$ cat src/hw/rtl/bcc_pkg.sv
// Shared codes and reset values for the button click classifier
`timescale 1ns / 1ps

package bcc_pkg;

    localparam int TIME_W = 32;
    localparam int CFG_W  = 16;
    localparam int HOLD_W = 16;
    localparam int OP_W   = 2;
    localparam int IDX_W  = 2;

    // Request opcodes
    localparam logic [OP_W-1:0] OP_EDGE        = 2'd0;
    localparam logic [OP_W-1:0] OP_READ_SINGLE = 2'd1;
    localparam logic [OP_W-1:0] OP_READ_DOUBLE = 2'd2;

    // Configuration register indexes
    localparam logic [IDX_W-1:0] REG_PRESS_MIN     = 2'd0;
    localparam logic [IDX_W-1:0] REG_PRESS_MAX     = 2'd1;
    localparam logic [IDX_W-1:0] REG_DOUBLE_WINDOW = 2'd2;

    // Register reset values, milliseconds
    localparam logic [CFG_W-1:0] PRESS_MIN_RST     = 16'd20;
    localparam logic [CFG_W-1:0] PRESS_MAX_RST     = 16'd1200;
    localparam logic [CFG_W-1:0] DOUBLE_WINDOW_RST = 16'd400;

    // Pin levels (active-low button)
    localparam logic LEVEL_PRESSED = 1'b0;

endpackage

$ cat src/hw/rtl/button_click_classifier.sv
// Single/double click classifier for one active-low push button
//
//  Channel  Signals                               Direction  Flow
//  -------  ------------------------------------  ---------  ----------------
//  in       in_valid in_stall op pin_level time_ms  sink       valid / stall
//  out      out_valid out_stall single_fired       source     valid / stall
//           double_fired hold_ms
//  cfg      cfg_we cfg_index cfg_data              sink       write only
//
// A request passes through the input register, then the result register.
// One request is accepted per cycle while in_stall is low; the click state updates in a single pass.
// Reset (rst_n low, asynchronous) clears the click state and both stage valids and loads the
// register defaults. A stall on the output holds the result register and,
// once the input register is also full, stalls the input.
`timescale 1ns / 1ps

module button_click_classifier
    import bcc_pkg::*;
(
    input  logic              clk,
    input  logic              rst_n,
    input  logic              in_valid,
    output logic              in_stall,
    input  logic [OP_W-1:0]   op,
    input  logic              pin_level,
    input  logic [TIME_W-1:0] time_ms,
    output logic              out_valid,
    input  logic              out_stall,
    output logic              single_fired,
    output logic              double_fired,
    output logic [HOLD_W-1:0] hold_ms,
    input  logic              cfg_we,
    input  logic [IDX_W-1:0]  cfg_index,
    input  logic [CFG_W-1:0]  cfg_data
);

    logic [CFG_W-1:0]  press_min_reg;
    logic [CFG_W-1:0]  press_max_reg;
    logic [CFG_W-1:0]  window_reg;

    logic [TIME_W-1:0] press_start_reg, press_start_next;
    logic [TIME_W-1:0] last_release_reg, last_release_next;
    logic              release_valid_reg, release_valid_next;
    logic [HOLD_W-1:0] last_hold_reg, last_hold_next;
    logic              single_pending_reg, single_pending_next;
    logic              double_pending_reg, double_pending_next;

    logic              s1_valid_reg, s1_valid_next;
    logic [OP_W-1:0]   s1_op_reg;
    logic              s1_level_reg;
    logic [TIME_W-1:0] s1_time_reg;

    logic              out_valid_reg, out_valid_next;
    logic              single_fired_reg, single_fired_next;
    logic              double_fired_reg, double_fired_next;
    logic [HOLD_W-1:0] hold_ms_reg, hold_ms_next;

    logic              out_ready;
    logic              s1_adv;
    logic              in_take;
    logic [TIME_W-1:0] held;
    logic [TIME_W-1:0] gap;
    logic              hold_ok;
    logic              is_double;

    assign out_ready = !out_valid_reg || !out_stall;
    assign s1_adv    = s1_valid_reg && out_ready;
    assign in_stall  = s1_valid_reg && !out_ready;
    assign in_take   = in_valid && !in_stall;

    assign s1_valid_next  = in_stall ? s1_valid_reg : in_valid;
    assign out_valid_next = out_ready ? s1_valid_reg : out_valid_reg;

    // Wrapping differences against the stored press and release times
    assign held      = s1_time_reg - press_start_reg;
    assign gap       = s1_time_reg - last_release_reg;
    assign hold_ok   = (held >= {{(TIME_W-CFG_W){1'b0}}, press_min_reg})
                    && (held <= {{(TIME_W-CFG_W){1'b0}}, press_max_reg});
    assign is_double = release_valid_reg
                    && (gap < {{(TIME_W-CFG_W){1'b0}}, window_reg});

    always_comb
    begin
        press_start_next    = press_start_reg;
        last_release_next   = last_release_reg;
        release_valid_next  = release_valid_reg;
        last_hold_next      = last_hold_reg;
        single_pending_next = single_pending_reg;
        double_pending_next = double_pending_reg;
        single_fired_next   = 1'b0;
        double_fired_next   = 1'b0;
        hold_ms_next        = '0;

        case (s1_op_reg)
            OP_EDGE:
            begin
                if (s1_level_reg == LEVEL_PRESSED)
                begin
                    press_start_next = s1_time_reg;
                end
                else if (!hold_ok)
                begin
                    // drop the click and forget the remembered release
                    release_valid_next = 1'b0;
                end
                else
                begin
                    last_hold_next = held[HOLD_W-1:0];
                    if (is_double)
                    begin
                        double_pending_next = 1'b1;
                        single_pending_next = 1'b0;
                        release_valid_next  = 1'b0;
                    end
                    else
                    begin
                        single_pending_next = 1'b1;
                        last_release_next   = s1_time_reg;
                        release_valid_next  = 1'b1;
                    end
                end
            end
            OP_READ_SINGLE:
            begin
                if (single_pending_reg)
                begin
                    single_pending_next = 1'b0;
                    single_fired_next   = 1'b1;
                    hold_ms_next        = last_hold_reg;
                end
            end
            OP_READ_DOUBLE:
            begin
                if (double_pending_reg)
                begin
                    double_pending_next = 1'b0;
                    double_fired_next   = 1'b1;
                end
            end
            default:
            begin
                hold_ms_next = '0;
            end
        endcase
    end

    // Configuration registers
    always_ff @(posedge clk or negedge rst_n)
    begin
        if (!rst_n)
        begin
            press_min_reg <= PRESS_MIN_RST;
            press_max_reg <= PRESS_MAX_RST;
            window_reg    <= DOUBLE_WINDOW_RST;
        end
        else if (cfg_we)
        begin
            case (cfg_index)
                REG_PRESS_MIN:     press_min_reg <= cfg_data;
                REG_PRESS_MAX:     press_max_reg <= cfg_data;
                REG_DOUBLE_WINDOW: window_reg    <= cfg_data;
                default:           window_reg    <= window_reg;
            endcase
        end
    end

    // Click state and stage valids
    always_ff @(posedge clk or negedge rst_n)
    begin
        if (!rst_n)
        begin
            press_start_reg    <= '0;
            last_release_reg   <= '0;
            release_valid_reg  <= 1'b0;
            last_hold_reg      <= '0;
            single_pending_reg <= 1'b0;
            double_pending_reg <= 1'b0;
            s1_valid_reg       <= 1'b0;
            out_valid_reg      <= 1'b0;
        end
        else
        begin
            s1_valid_reg  <= s1_valid_next;
            out_valid_reg <= out_valid_next;
            if (s1_adv)
            begin
                press_start_reg    <= press_start_next;
                last_release_reg   <= last_release_next;
                release_valid_reg  <= release_valid_next;
                last_hold_reg      <= last_hold_next;
                single_pending_reg <= single_pending_next;
                double_pending_reg <= double_pending_next;
            end
        end
    end

    // Payload registers
    always_ff @(posedge clk)
    begin
        if (in_take)
        begin
            s1_op_reg    <= op;
            s1_level_reg <= pin_level;
            s1_time_reg  <= time_ms;
        end
        if (s1_adv)
        begin
            single_fired_reg <= single_fired_next;
            double_fired_reg <= double_fired_next;
            hold_ms_reg      <= hold_ms_next;
        end
    end

    assign out_valid    = out_valid_reg;
    assign single_fired = single_fired_reg;
    assign double_fired = double_fired_reg;
    assign hold_ms      = hold_ms_reg;

endmodule

$ cat config.mk
export PLATFORM = sky130hd
export DESIGN_NAME = button_click_classifier
export DESIGN_NICKNAME = d
export VERILOG_FILES = /design/src/hw/rtl/bcc_pkg.sv /design/src/hw/rtl/button_click_classifier.sv
export SDC_FILE = /design/constraint.sdc
export NUM_CORES = 1
export LEC_CHECK = 0
export BUFFER_PORTS_ARGS = -buffer_cell sky130_fd_sc_hd__buf_4
export CAP_MARGIN = 20
export CELL_PAD_IN_SITES_DETAIL_PLACEMENT = 0
export CELL_PAD_IN_SITES_GLOBAL_PLACEMENT = 1
export CORE_UTILIZATION = 49
export CTS_CLUSTER_DIAMETER = 80
export CTS_CLUSTER_SIZE = 24
export DETAILED_ROUTE_END_ITERATION = 8
export GPL_TIMING_DRIVEN = 1
export PLACE_DENSITY = 0.8
export SLEW_MARGIN = 15
export SYNTH_ARGS = -nofsm -noshare
export SYNTH_HDL_FRONTEND = slang
export SYNTH_SLANG_ARGS = --single-unit
$ cat constraint.sdc
create_clock -name clk -period 6.3 [get_ports clk]
set_input_delay 0 -clock clk [delete_from_list [all_inputs] [get_ports clk]]
set_output_delay 0 -clock clk [all_outputs]
set_load 0.005 [all_outputs]
==> run summary <==
vias -> 9,853
layout cells sized above 1 -> 0.162
Sink Count -> 186
core area -> 0.0245 mm2
P_leak -> 6.23 nW
GPL Wtd Cong -> 0.964
Worst Setup SP -> s1_time_reg[1]
clk slew on worst S/H paths -> 90 ps
Seq/Total Area, Yosys -> 0.401
dpl hpwl -> 24.2 mm
Critical Path RT -> 6640 ps
area grow syn2layout -> 16.6%
grt ovf -> 0
Yosys top cell by area -> dfrtp_1
Routed WL -> 32.2 mm
die area -> 0.0257 mm2
synth top area cells -> dfrtp_1 25%, edfxtp_1 13%, ha_1 11%
DR pass1 iterations -> 4
nets -> 1,546
largest net degree at the start of global routing -> 91
global-route wire length before repair -> 52.2 mm
Crit. End Element -> flop
H-tree Lvls -> 4
Syn Std Cell Area -> 0.0123 mm2
Setup Skew -> 20.8 ps
count leader, synth -> inv_1
Initial Util -> 0.502
Synthesized Nets -> 1,428
max frequency -> 0.185 GHz
FF-to-FF Start -> s1_time_reg[1]
flops & latches, synth -> 186
share of the synthesized area in the top cell type -> 0.252
PD cells -> 303 mW/mm2
ys async rst share -> 0.715
CTS tree -> yes
Clock Tree Buf Depth -> 2
status -> completed
count of input and output buffers -> 77
Warnings, synthesis -> 0
initial antenna violation count -> 0
Hold Path Stages -> 5
minimum clock period -> 5410 ps
Top FF cell, synth -> dfrtp_1
hold crit path type -> input pin to flop
worst vdd ir -> 0.207 mV
routed len/inst -> 18.8 um
RSZ-0062 raised after global routing -> false
arrival time worst endpoint -> 5750 ps
total track usage -> 0.258
Tcrit/Tclk final -> 0.859
DR iter-0 viols -> 609
multi-input logic area -> 0.00669 mm2
r2r worst-path depth -> 18
Post-synth EDFFs -> 53
final antenna-violating net count -> 0
CP max FO -> 19
hold path startpoint -> cfg_index[0]
Worst Max-Slew Pin Slew -> 986 ps
unique cell type count in the Yosys netlist -> 81
setup tns final -> 0 ps
fill count -> 2,100
final hold viol count -> 0
Setup crit start kind -> flop
# DRC -> 0
max cap viols -> 0
Cells after Synth -> 1,259
Reg area -> 0.00493 mm2
diode count -> 0
die height -> 160 um
number of global-route vias before repair -> 9,745
CTS root buffer -> clkbuf_16
total power -> 4.34 mW
chip width -> 160 um
drt via density -> 5.75
row count -> 57
I/O pin count -> 78
WS Path Type -> flop to flop
final slew viol count -> 0
commonest cells in the netlist -> 128 x inv_1, 124 x dfrtp_1, 122 x nand2_1
endpoints failing setup -> 0
worst skew pair latency -> 450 ps
Syn Area/Cell -> 9.76 um2
CTS Buf Count -> 17
slew margin rel. -> 0.342
[final timing paths]
kind | to | slack (ps)
setup / recovery | last_release_reg[0] | 890
hold / removal | press_min_reg[2] | 60
setup reg to reg | last_release_reg[0] | 890
hold reg to reg | release_valid_reg | 490
max in group asynchronous | window_reg[10] | 4900
min in group asynchronous | press_min_reg[3] | 190
[routing by layer]
metal,vias up,track usage,part of all wire
li1,4809,-,-
met1,4798,0.366,0.49
met2,210,0.411,0.46
met3,36,0.0343,0.034
met4,0,0.0740,0.022
met5,-,0,0
[placed cells by master (no fill, tap or decap), types with 27 or more instances in the layout]
cell type and count:
ha_1 109, mux2_2 51, o21ai_0 93, buf_4 83
edfxtp_1 53, dfrtp_1 124, nand2_1 122, inv_1 128
nand4_1 27, a21oi_1 85, mux2_4 28, nor2_1 55
dlygate4sd3_1 55
[stage by stage]
step                cells  instance area, um2  hold slack [ps]  setup WS (ps)  utilization
finish               1714               14300             60.5            886        0.586
global route         1714               14300             88.9            585        0.586
CTS                  1714               14300             52.0           1020        0.586
detailed placement   1627               13100              154           1050        0.537
global placement     1627               13100              147           1160        0.537
floorplan            1259               12300             -296           1800            -
[what timing repair did]
item	4_1_cts	5_1_grt
gates resized for setup	0	0
setup buffers	0	0
hold endpoints to repair	168	0
endpoints found under the setup margin	0	0
hold buffers	55	0
[final cells by class]
cell class | instances | share of cell area
multi-input cells | 905 | 0.467
flip-flops and latches | 186 | 0.344
repair buffers | 139 | 0.0827
inverters | 128 | 0.0335
clock buffers | 17 | 0.0297
well taps | 324 | 0.0283
clock inverters | 15 | 0.0154
[report_power, final]
group	internal (mW)	total, mW	switching (mW)
logic	0.673	1.71	1.03
clock network	0.567	1.17	0.605
registers	1.39	1.47	0.0758
total	2.63	4.34	1.71
[cell families after synthesis]
kind of cell             synth area share
multiplexers                       0.0885
AND/OR/NAND/NOR                     0.142
adder cells (fa/ha/maj)             0.114
AO/OA/AOI/OAI                       0.171
flip-flops                          0.401
XOR/XNOR                           0.0278
buffers and inverters              0.0557
[worst max-delay path, stage by stage (launching register included)]
cell,delay [ps]
edfxtp_1,500
ha_1,320
nor2b_1,180
o2111ai_1,260
a211oi_2,380
o21bai_1,150
and2_1,210
o21ai_0,230
xor2_1,320
ha_1,200
nand4_1,120
or4_1,540
nand2_1,120
nand4b_1,110
nor4_1,190
nand4b_1,350
a311oi_4,320
buf_4,400
mux2_2,390
(Power assumes the default switching activity.)
